<file path="src/design/tlbat_pkg.sv">
// tlbat_pkg: shared constants and codes for the tlb address translator
// holds widths, register indexes, request function codes and reset values
// no dependencies
`default_nettype none

package tlbat_pkg;

   // tlb geometry
   localparam int TLB_DEPTH = 16;
   localparam int IDX_W     = $clog2(TLB_DEPTH);
   localparam int CNT_W     = $clog2(TLB_DEPTH + 1);

   // field widths
   localparam int ADDR_W   = 32;
   localparam int FRAME_W  = 16;
   localparam int PSIZE_W  = 17;
   localparam int EPT_W    = 11;
   localparam int SIZE_W   = 5;
   localparam int SECOND_W = 10;
   localparam int OFFSET_W = 16;
   localparam int STEP_W   = $clog2(ADDR_W);

   // configuration port
   localparam int CSR_IDX_W  = 2;
   localparam int CSR_DATA_W = PSIZE_W;

   typedef enum logic [CSR_IDX_W-1:0] {
      CFG_PAGE_SIZE      = 2'd0,
      CFG_ENTRIES_PER_TBL = 2'd1,
      CFG_TLB_SIZE       = 2'd2,
      CFG_REPLACE_POLICY = 2'd3
   } cfg_index_type;

   // request function codes
   localparam logic FUNC_TRANSLATE = 1'b0;
   localparam logic FUNC_FILL      = 1'b1;

   // replacement policy codes
   localparam logic POLICY_FIFO = 1'b0;
   localparam logic POLICY_LRU  = 1'b1;

   // register reset values
   localparam logic [PSIZE_W-1:0] PAGE_SIZE_RESET = PSIZE_W'(64);
   localparam logic [EPT_W-1:0]   EPT_RESET       = EPT_W'(4);
   localparam logic [SIZE_W-1:0]  TLB_SIZE_RESET  = SIZE_W'(4);

   // register limits
   localparam logic [PSIZE_W-1:0] PAGE_SIZE_MAX = PSIZE_W'(65536);
   localparam logic [EPT_W-1:0]   EPT_MAX       = EPT_W'(1024);
   localparam logic [SIZE_W-1:0]  TLB_SIZE_MAX  = SIZE_W'(TLB_DEPTH);

endpackage

`default_nettype wire

</file>
<file path="src/design/tlb_address_translation.sv">
// tlb_address_translation: two-level paged address translator with an ordered tlb
// one sequencer around a shared bit-serial divider, a tag/frame store and a multiplier
// depends on tlbat_pkg
//
// Usage: a request (req_func, req_logical_address, req_fill_frame) is taken at
// a rising edge with start high and busy low. busy stays high until the result
// has been shown. Translate (func 0) splits the address by page_size into page
// and offset, the page by entries_per_table into first and second level
// entries, then searches the tlb oldest first; a hit gives the frame and
// frame*page_size+offset, and under lru moves the entry to the newest place.
// Fill (func 1) appends a page/frame mapping, evicting the oldest entry once
// tlb_size entries are held, and reports the eviction on rsp_replaced.
// The result is on the rsp_ ports for exactly one cycle, marked by rsp_valid;
// the receiver cannot stall it. Configuration is written through csr_write_en,
// csr_index and csr_wdata; the user must write it only while the block is idle,
// as the block itself does not enforce this. The shared divider gives one
// quotient bit per cycle over two divisions, then the search steps through the
// tlb entries one per cycle, a hit passes through the multiply state, the shift
// state moves entries one per cycle and drops one, the append state writes the
// newest entry and the done state shows the result. busy drops in the cycle
// after the result, so requests are taken one at a time.
// Reset clears the entry count and loads the register defaults; no clearing
// pass over the store is needed.
`default_nettype none

module tlb_address_translation
   import tlbat_pkg::*;
(
   input  wire logic                  clock,
   input  wire logic                  reset,
   // request channel
   input  wire logic                  start,
   output logic                       busy,
   input  wire logic                  req_func,
   input  wire logic [ADDR_W-1:0]     req_logical_address,
   input  wire logic [FRAME_W-1:0]    req_fill_frame,
   // result channel
   output logic                       rsp_valid,
   output logic                       rsp_hit,
   output logic [FRAME_W-1:0]         rsp_frame_out,
   output logic [ADDR_W-1:0]          rsp_physical_address,
   output logic [ADDR_W-1:0]          rsp_first_level_entry,
   output logic [SECOND_W-1:0]        rsp_second_level_entry,
   output logic [OFFSET_W-1:0]        rsp_page_offset,
   output logic                       rsp_replaced,
   // configuration port
   input  wire logic                  csr_write_en,
   input  wire logic [CSR_IDX_W-1:0]  csr_index,
   input  wire logic [CSR_DATA_W-1:0] csr_wdata
);

   typedef enum logic [7:0] {
      ST_IDLE      = 8'b0000_0001,
      ST_DIV_PAGE  = 8'b0000_0010,
      ST_DIV_LEVEL = 8'b0000_0100,
      ST_SEARCH    = 8'b0000_1000,
      ST_MULT      = 8'b0001_0000,
      ST_SHIFT     = 8'b0010_0000,
      ST_APPEND    = 8'b0100_0000,
      ST_DONE      = 8'b1000_0000
   } state_type;

   // control state
   state_type          state_ff, state_in;
   logic [CNT_W-1:0]   count_ff, count_in;
   logic [IDX_W-1:0]   idx_ff, idx_in;
   logic [STEP_W-1:0]  step_ff, step_in;

   // configuration registers
   logic [PSIZE_W-1:0] page_size_ff, page_size_in;
   logic [EPT_W-1:0]   ept_ff, ept_in;
   logic [SIZE_W-1:0]  tlb_size_ff, tlb_size_in;
   logic               policy_ff, policy_in;

   // request and result payload
   logic                func_ff, func_in;
   logic [FRAME_W-1:0]  fill_frame_ff, fill_frame_in;
   logic [ADDR_W-1:0]   page_ff, page_in;
   logic [OFFSET_W-1:0] offset_ff, offset_in;
   logic [ADDR_W-1:0]   first_ff, first_in;
   logic [SECOND_W-1:0] second_ff, second_in;
   logic                hit_ff, hit_in;
   logic [FRAME_W-1:0]  frame_ff, frame_in;
   logic [ADDR_W-1:0]   phys_ff, phys_in;
   logic                repl_ff, repl_in;

   // shared divider
   logic [ADDR_W-1:0]   div_quot_ff, div_quot_in;
   logic [PSIZE_W-1:0]  div_rem_ff, div_rem_in;
   logic [PSIZE_W-1:0]  div_divisor_ff, div_divisor_in;
   logic [PSIZE_W:0]    div_trial;
   logic [PSIZE_W+1:0]  div_diff;
   logic                div_fits;
   logic [ADDR_W-1:0]   div_quot_next;
   logic [PSIZE_W-1:0]  div_rem_next;
   logic                div_last;

   // tag and frame store
   logic [ADDR_W-1:0]   tag_mem   [TLB_DEPTH];
   logic [FRAME_W-1:0]  frame_mem [TLB_DEPTH];
   logic [ADDR_W-1:0]   rd_tag_ff;
   logic [FRAME_W-1:0]  rd_frame_ff;
   logic [IDX_W-1:0]    rd_addr;
   logic                mem_we;
   logic [IDX_W-1:0]    mem_waddr;
   logic [ADDR_W-1:0]   mem_wtag;
   logic [FRAME_W-1:0]  mem_wframe;

   // effective register values
   logic [PSIZE_W-1:0]  ps_eff;
   logic [EPT_W-1:0]    ept_eff;
   logic [SIZE_W-1:0]   size_eff;
   logic [ADDR_W-1:0]   mult_prod;
   logic                is_last_entry;
   logic                can_move;

   // clamp configured values into their working ranges
   always_comb begin
      if (page_size_ff == '0) begin
         ps_eff = PSIZE_W'(1);
      end else if (page_size_ff > PAGE_SIZE_MAX) begin
         ps_eff = PAGE_SIZE_MAX;
      end else begin
         ps_eff = page_size_ff;
      end
      if (ept_ff == '0) begin
         ept_eff = EPT_W'(1);
      end else if (ept_ff > EPT_MAX) begin
         ept_eff = EPT_MAX;
      end else begin
         ept_eff = ept_ff;
      end
      if (tlb_size_ff == '0) begin
         size_eff = SIZE_W'(1);
      end else if (tlb_size_ff > TLB_SIZE_MAX) begin
         size_eff = TLB_SIZE_MAX;
      end else begin
         size_eff = tlb_size_ff;
      end
   end

   // one restoring division step: one quotient bit per cycle
   assign div_trial     = {div_rem_ff, div_quot_ff[ADDR_W-1]};
   assign div_diff      = {1'b0, div_trial} - {2'b00, div_divisor_ff};
   assign div_fits      = ~div_diff[PSIZE_W+1];
   assign div_quot_next = {div_quot_ff[ADDR_W-2:0], div_fits};
   assign div_rem_next  = div_fits ? div_diff[PSIZE_W-1:0] : div_trial[PSIZE_W-1:0];
   assign div_last      = (step_ff == STEP_W'(ADDR_W - 1));

   // frame times page size, which always fits in the address width
   assign mult_prod = ADDR_W'(frame_ff) * ADDR_W'(ps_eff);

   // entry position checks
   assign is_last_entry = ((CNT_W'(idx_ff) + CNT_W'(1)) == count_ff);
   assign can_move      = ((CNT_W'(idx_ff) + CNT_W'(1)) < count_ff);

   assign busy      = (state_ff != ST_IDLE);
   assign rsp_valid = (state_ff == ST_DONE);

   // sequencer and datapath next values
   always_comb begin
      state_in       = state_ff;
      count_in       = count_ff;
      idx_in         = idx_ff;
      step_in        = step_ff;
      page_size_in   = page_size_ff;
      ept_in         = ept_ff;
      tlb_size_in    = tlb_size_ff;
      policy_in      = policy_ff;
      func_in        = func_ff;
      fill_frame_in  = fill_frame_ff;
      page_in        = page_ff;
      offset_in      = offset_ff;
      first_in       = first_ff;
      second_in      = second_ff;
      hit_in         = hit_ff;
      frame_in       = frame_ff;
      phys_in        = phys_ff;
      repl_in        = repl_ff;
      div_quot_in    = div_quot_ff;
      div_rem_in     = div_rem_ff;
      div_divisor_in = div_divisor_ff;
      mem_we         = 1'b0;
      mem_waddr      = idx_ff;
      mem_wtag       = rd_tag_ff;
      mem_wframe     = rd_frame_ff;

      // configuration writes
      if (csr_write_en) begin
         case (csr_index)
            CFG_PAGE_SIZE:       page_size_in = csr_wdata;
            CFG_ENTRIES_PER_TBL: ept_in       = csr_wdata[EPT_W-1:0];
            CFG_TLB_SIZE:        tlb_size_in  = csr_wdata[SIZE_W-1:0];
            CFG_REPLACE_POLICY:  policy_in    = csr_wdata[0];
            default: ;
         endcase
      end

      case (state_ff)
         ST_IDLE: begin
            if (start) begin
               func_in        = req_func;
               fill_frame_in  = req_fill_frame;
               hit_in         = 1'b0;
               frame_in       = '0;
               phys_in        = '0;
               repl_in        = 1'b0;
               div_quot_in    = req_logical_address;
               div_rem_in     = '0;
               div_divisor_in = ps_eff;
               step_in        = '0;
               state_in       = ST_DIV_PAGE;
            end
         end
         // page number and offset
         ST_DIV_PAGE: begin
            div_quot_in = div_quot_next;
            div_rem_in  = div_rem_next;
            step_in     = step_ff + STEP_W'(1);
            if (div_last) begin
               page_in        = div_quot_next;
               offset_in      = div_rem_next[OFFSET_W-1:0];
               div_quot_in    = div_quot_next;
               div_rem_in     = '0;
               div_divisor_in = PSIZE_W'(ept_eff);
               step_in        = '0;
               state_in       = ST_DIV_LEVEL;
            end
         end
         // first and second level entries, then pick the tlb action
         ST_DIV_LEVEL: begin
            div_quot_in = div_quot_next;
            div_rem_in  = div_rem_next;
            step_in     = step_ff + STEP_W'(1);
            if (div_last) begin
               first_in  = div_quot_next;
               second_in = div_rem_next[SECOND_W-1:0];
               idx_in    = '0;
               if (func_ff == FUNC_TRANSLATE) begin
                  state_in = (count_ff == '0) ? ST_DONE : ST_SEARCH;
               end else if (count_ff < CNT_W'(size_eff)) begin
                  state_in = ST_APPEND;
               end else begin
                  repl_in  = 1'b1;
                  state_in = ST_SHIFT;
               end
            end
         end
         // oldest-first search, one entry per cycle
         ST_SEARCH: begin
            if (rd_tag_ff == page_ff) begin
               hit_in   = 1'b1;
               frame_in = rd_frame_ff;
               state_in = ST_MULT;
            end else if (is_last_entry) begin
               state_in = ST_DONE;
            end else begin
               idx_in = idx_ff + IDX_W'(1);
            end
         end
         ST_MULT: begin
            phys_in  = mult_prod + ADDR_W'(offset_ff);
            state_in = (policy_ff == POLICY_LRU) ? ST_SHIFT : ST_DONE;
         end
         // close the gap left by the dropped entry
         ST_SHIFT: begin
            if (can_move) begin
               mem_we    = 1'b1;
               mem_waddr = idx_ff;
               mem_wtag  = rd_tag_ff;
               mem_wframe = rd_frame_ff;
               idx_in    = idx_ff + IDX_W'(1);
            end else begin
               count_in = count_ff - CNT_W'(1);
               state_in = ST_APPEND;
            end
         end
         // write the newest entry
         ST_APPEND: begin
            if (count_ff < CNT_W'(TLB_DEPTH)) begin
               mem_we     = 1'b1;
               mem_waddr  = count_ff[IDX_W-1:0];
               mem_wtag   = page_ff;
               mem_wframe = (func_ff == FUNC_FILL) ? fill_frame_ff : frame_ff;
               count_in   = count_ff + CNT_W'(1);
            end
            state_in = ST_DONE;
         end
         ST_DONE: begin
            state_in = ST_IDLE;
         end
         default: begin
            state_in = ST_IDLE;
         end
      endcase
   end

   // read address: the entry after the current one while moving entries
   assign rd_addr = (state_in == ST_SHIFT) ? (idx_in + IDX_W'(1)) : idx_in;

   // control registers
   always_ff @(posedge clock) begin
      if (reset) begin
         state_ff     <= ST_IDLE;
         count_ff     <= '0;
         page_size_ff <= PAGE_SIZE_RESET;
         ept_ff       <= EPT_RESET;
         tlb_size_ff  <= TLB_SIZE_RESET;
         policy_ff    <= POLICY_FIFO;
      end else begin
         state_ff     <= state_in;
         count_ff     <= count_in;
         page_size_ff <= page_size_in;
         ept_ff       <= ept_in;
         tlb_size_ff  <= tlb_size_in;
         policy_ff    <= policy_in;
      end
   end

   // payload registers
   always_ff @(posedge clock) begin
      idx_ff         <= idx_in;
      step_ff        <= step_in;
      func_ff        <= func_in;
      fill_frame_ff  <= fill_frame_in;
      page_ff        <= page_in;
      offset_ff      <= offset_in;
      first_ff       <= first_in;
      second_ff      <= second_in;
      hit_ff         <= hit_in;
      frame_ff       <= frame_in;
      phys_ff        <= phys_in;
      repl_ff        <= repl_in;
      div_quot_ff    <= div_quot_in;
      div_rem_ff     <= div_rem_in;
      div_divisor_ff <= div_divisor_in;
   end

   // tag and frame store, one write and one registered read per cycle
   always_ff @(posedge clock) begin
      if (mem_we) begin
         tag_mem[mem_waddr]   <= mem_wtag;
         frame_mem[mem_waddr] <= mem_wframe;
      end
      rd_tag_ff   <= tag_mem[rd_addr];
      rd_frame_ff <= frame_mem[rd_addr];
   end

   // result ports
   assign rsp_hit                = hit_ff;
   assign rsp_frame_out          = frame_ff;
   assign rsp_physical_address   = phys_ff;
   assign rsp_first_level_entry  = first_ff;
   assign rsp_second_level_entry = second_ff;
   assign rsp_page_offset        = offset_ff;
   assign rsp_replaced           = repl_ff;

   // checks
   a_count_bounded: assert property (@(posedge clock) disable iff (reset)
      count_ff <= CNT_W'(TLB_DEPTH))
      else $error("tlb entry count beyond depth");

   a_accept_goes_busy: assert property (@(posedge clock) disable iff (reset)
      (start && !busy) |=> busy)
      else $error("request taken but block not busy");

   a_result_one_cycle: assert property (@(posedge clock) disable iff (reset)
      rsp_valid |=> (!rsp_valid && !busy))
      else $error("result strobe not a single cycle before idle");

   a_miss_zero: assert property (@(posedge clock) disable iff (reset)
      (rsp_valid && !rsp_hit) |-> (rsp_frame_out == '0 && rsp_physical_address == '0))
      else $error("frame or address not zero without a hit");

   a_hit_no_evict: assert property (@(posedge clock) disable iff (reset)
      rsp_valid |-> !(rsp_hit && rsp_replaced))
      else $error("hit and eviction reported together");

endmodule

`default_nettype wire
</file>
<file path="config.mk">
export PLATFORM = sky130hd
export DESIGN_NAME = tlb_address_translation
export DESIGN_NICKNAME = d
export VERILOG_FILES = /design/src/design/tlbat_pkg.sv /design/src/design/tlb_address_translation.sv
export SDC_FILE = /design/constraint.sdc
export NUM_CORES = 2
export LEC_CHECK = 0
export BUFFER_PORTS_ARGS = -buffer_cell sky130_fd_sc_hd__buf_2
export CORE_MARGIN = 4
export CORE_UTILIZATION = 40
export DETAILED_ROUTE_END_ITERATION = 8
export PLACE_DENSITY = 0.59
export SYNTH_ARGS = -nofsm -noshare
export SYNTH_HDL_FRONTEND = slang
export SYNTH_SLANG_ARGS = --single-unit
</file>
<file path="constraint.sdc">
create_clock -name clock -period 18.5 [get_ports clock]
set_input_delay 2.775 -clock clock [delete_from_list [all_inputs] [get_ports clock]]
set_output_delay 2.775 -clock clock [all_outputs]
set_load 0.03 [all_outputs]
</file>
==> key figures <==
Outcome
  • Outcome: completed

CTS
  • Later-pin clock latency in the skew report: 750 ps
  • Root buf cell: clkbuf_16
  • Clock Tree Buf Depth: 3
  • CTS buffer count: 114
  • Clk slew on worst S/H paths: 60 ps
  • CTS tree: yes
  • CTS Hold Buffers Added: 0
  • CTS H-tree lvls: 3
  • CTS Sinks: 1,095
  • Post_cts resized: 0
  • Setup bufs post-CTS: 0

Synth
  • Post-synth cell types: 66
  • Adder-Cell Fraction of Synth Area: 11.9%
  • Compound-cell area share of the yosys netlist: 6.07%
  • Ys Warns: 0
  • Post-synthesis simple-gate area fraction: 11.3%
  • Post-synth ARST share: 0%
  • Main synth FF type: edfxtp_1
  • Mux contribution to synthesized area: 4.67%
  • Sequential fraction of the synthesis area: 60.8%
  • Mapped cell area: 52,500 um^2
  • Number of synthesized flops with an enable pin: 996
  • XOR/XNOR share of the synthesized area: 1.30%
  • Syn nets: 4,464
  • Largest family of logic cells by synthesized area: adder cells
  • Post-synthesis register bit count: 1,095
  • Mapped Avg Cell Area: 13.0 um^2
  • Post-Synthesis Cells: 4,029

Critical path
  • R2R Setup Slk: 9830 ps
  • CP delay by family, top: adder cells
  • Critical Path RT: 18,960 ps
  • Largest stage delay on the critical path: 620 ps
  • Register-to-Register Path Depth: 26
  • FF-to-FF End: rsp_physical_address[30]
  • Crit path buf inv count: 4
  • Crit-path max FO: 62
  • Setup crit end: rsp_physical_address[30]
  • CP arrival: 9120 ps
  • Critical Path Start: page_size_ff[5]
  • Number of cells on the critical path: 26
  • RR Startpoint: page_size_ff[5]
  • CP Launch Type: flop
  • Most used cell, CP: fa_1
  • Endpoint type of the worst setup path: flop
  • Crit Path Class: reg -> reg
  • Worst path slowest cell: and2_1

STA
  • Fin. Hold Viols: 0
  • Clk_skew: 73.3 ps
  • Fmax: 0.115 GHz
  • Final setup fails: 0
  • Unrepaired setup endpoints after global routing: no
  • Final period util: 46.8%
  • Total negative slack: 0 ps
  • Slew headroom: 22.6%
  • Post-layout min period: 8670 ps
  • Measured slew at the worst slew-check pin: 1160 ps
  • Fin. max-slew vios: 0

Placed design
  • GP Congestion: 0.849
  • Port Buf Inserts: 181
  • Detail Placement HPWL: 79,200 um

Detailed routing
  • Vias: 32,000
  • WL per Instance: 22.5 um
  • Number of remaining DRC errors: 0
  • Routed WL: 135,000 um
  • Drt pass-1 iters: 7
  • Vias per cell: 5.33
  • Detail Route Antenna Nets: 0
  • Detailed Route Iter0 Violations: 2,377

Run
  • Max_cap viols: 0

Layout
  • Share of layout cells above drive strength 1: 12.1%
  • Final #Nets: 4,603
  • Commonest cells after routing, fill and taps aside: edfxtp_1, nand2_1, inv_1, fa_1, buf_2
  • Syn-to-layout area delta: 12.6%
  • Most common cell after layout, fill and taps aside: edfxtp_1

Global route
  • Pin count of the biggest net entering global routing: 165
  • Initial antenna violation count: 4
  • Number of global-route vias before repair: 32,200
  • Total GRT Usage: 19.5%
  • Total gr overflow: 0
  • Wire length of the first global-routing pass: 202,000 um

Floorplanning
  • I/O pin count: 182
  • Core Footprint: 130,000 um^2
  • Height of the die: 370 um
  • Rows: 132
  • Starting Density: 40.4%
  • Die Area: 137,000 um^2
  • Die width: 370 um

Power and ir drop
  • Pwr per Cell Area: 94.6 nW/um^2
  • Lkg Pwr: 23.3 nW
  • Worst VDD drop: 0.0861 mV
  • Total power: 5.59 mW

Hold path
  • Hold WC Path Type: reg -> reg
kinds of logic after synthesis:
group           Yosys count
compound gates          418
xor+xnor                 78
fa+ha+maj               363
buf+inv                 545
flops                  1095
mux                     236
simple gates           1294
power by group:
group | total (mW) | internal (mW) | switching (mW)
Combinational | 0.507 | 0.194 | 0.313
Sequential | 2.78 | 2.73 | 0.0430
Clock | 2.30 | 1.33 | 0.973
Total | 5.59 | 4.26 | 1.33
worst reg2reg max path, cell delays in order, from the launching register on:
cell,delay (ps)
dfxtp_1,410
nor4_1,380
nand4_1,170
nand2_1,390
buf_4,470
and2_1,630
nand2_1,160
fa_1,500
fa_1,570
fa_1,450
fa_1,550
inv_1,50
fa_1,470
inv_1,40
fa_1,470
inv_1,40
ha_1,320
and2_1,190
a22oi_1,250
nand2b_1,140
a21oi_1,220
o211a_1,260
nand2_1,160
a221o_1,430
o31ai_1,360
nor4b_1,90
a211o_1,280
how the worst min path moves through the flow:
stage	from	endpoint	slack (ps)	cells past startpoint
after floorplan	div_quot_ff[9]	page_ff[10]	440	0
after global placement	div_quot_ff[14]	rsp_first_level_entry[15]	450	0
after detailed placement	page_size_ff[4]	page_size_ff[4]	460	2
after CTS	page_size_ff[4]	page_size_ff[4]	470	2
after global routing	div_quot_ff[1]	rsp_first_level_entry[2]	490	0
final	page_size_ff[4]	page_size_ff[4]	470	2
synthesized netlist by cell type, drive strengths merged, types with 54 or more instances:
cell type    n  area share [%]
mux2i      167             3.2
nor2        90            0.64
nand2      724             5.2
nand3      111             1.1
inv        337             2.4
mux2        69             1.5
fa         225             8.6
dfxtp       99             3.8
and2       117             1.4
ha         138             3.3
nand4       54            0.64
and3        76            0.91
edfxtp     996              57
a32o        96             1.8
o31ai       55            0.79
a21oi       88            0.85
buf         57            0.51
clkbuf     151             1.1
layout make-up:
| class | count | area [um^2] |
|---|---|---|
| antenna | 2 | 5.00 |
| clock buffer | 162 | 3150 |
| clock inverter | 50 | 644 |
| fill | 11700 | 70900 |
| inverter | 337 | 1260 |
| multi-input combinational | 2389 | 18700 |
| sequential | 1095 | 31900 |
| tap | 1742 | 2180 |
| timing repair buffer | 231 | 1310 |
sequential cells by signal (all words and copies together), names as in the netlist, 32 cells and up:
name and count:
rsp_physical_address 32, div_quot_ff 32, tag_mem 512, page_ff 32, rsp_first_level_entry 32, frame_mem 256, rd_tag_ff 32
routing by layer:
layer  GRT usage (%)  share of wire [%]
met3            3.09                5.9
met2            32.7                 48
met5               0              0.017
met4            5.41                2.5
met1            26.5                 43
through the flow:
step	util [%]	hold WS (ps)	cells	worst slack, ps	area [um^2]
after floorplan	-	439	4029	11440	52500
after global placement	42.5	455	5794	10060	55300
after detailed placement	42.5	458	5794	9970	55300
after CTS	45.5	470	6006	9980	59100
after global routing	45.5	495	6006	9440	59100
final	45.5	467	6008	9830	59100
Note: power is estimated with default switching activity, not from simulation.
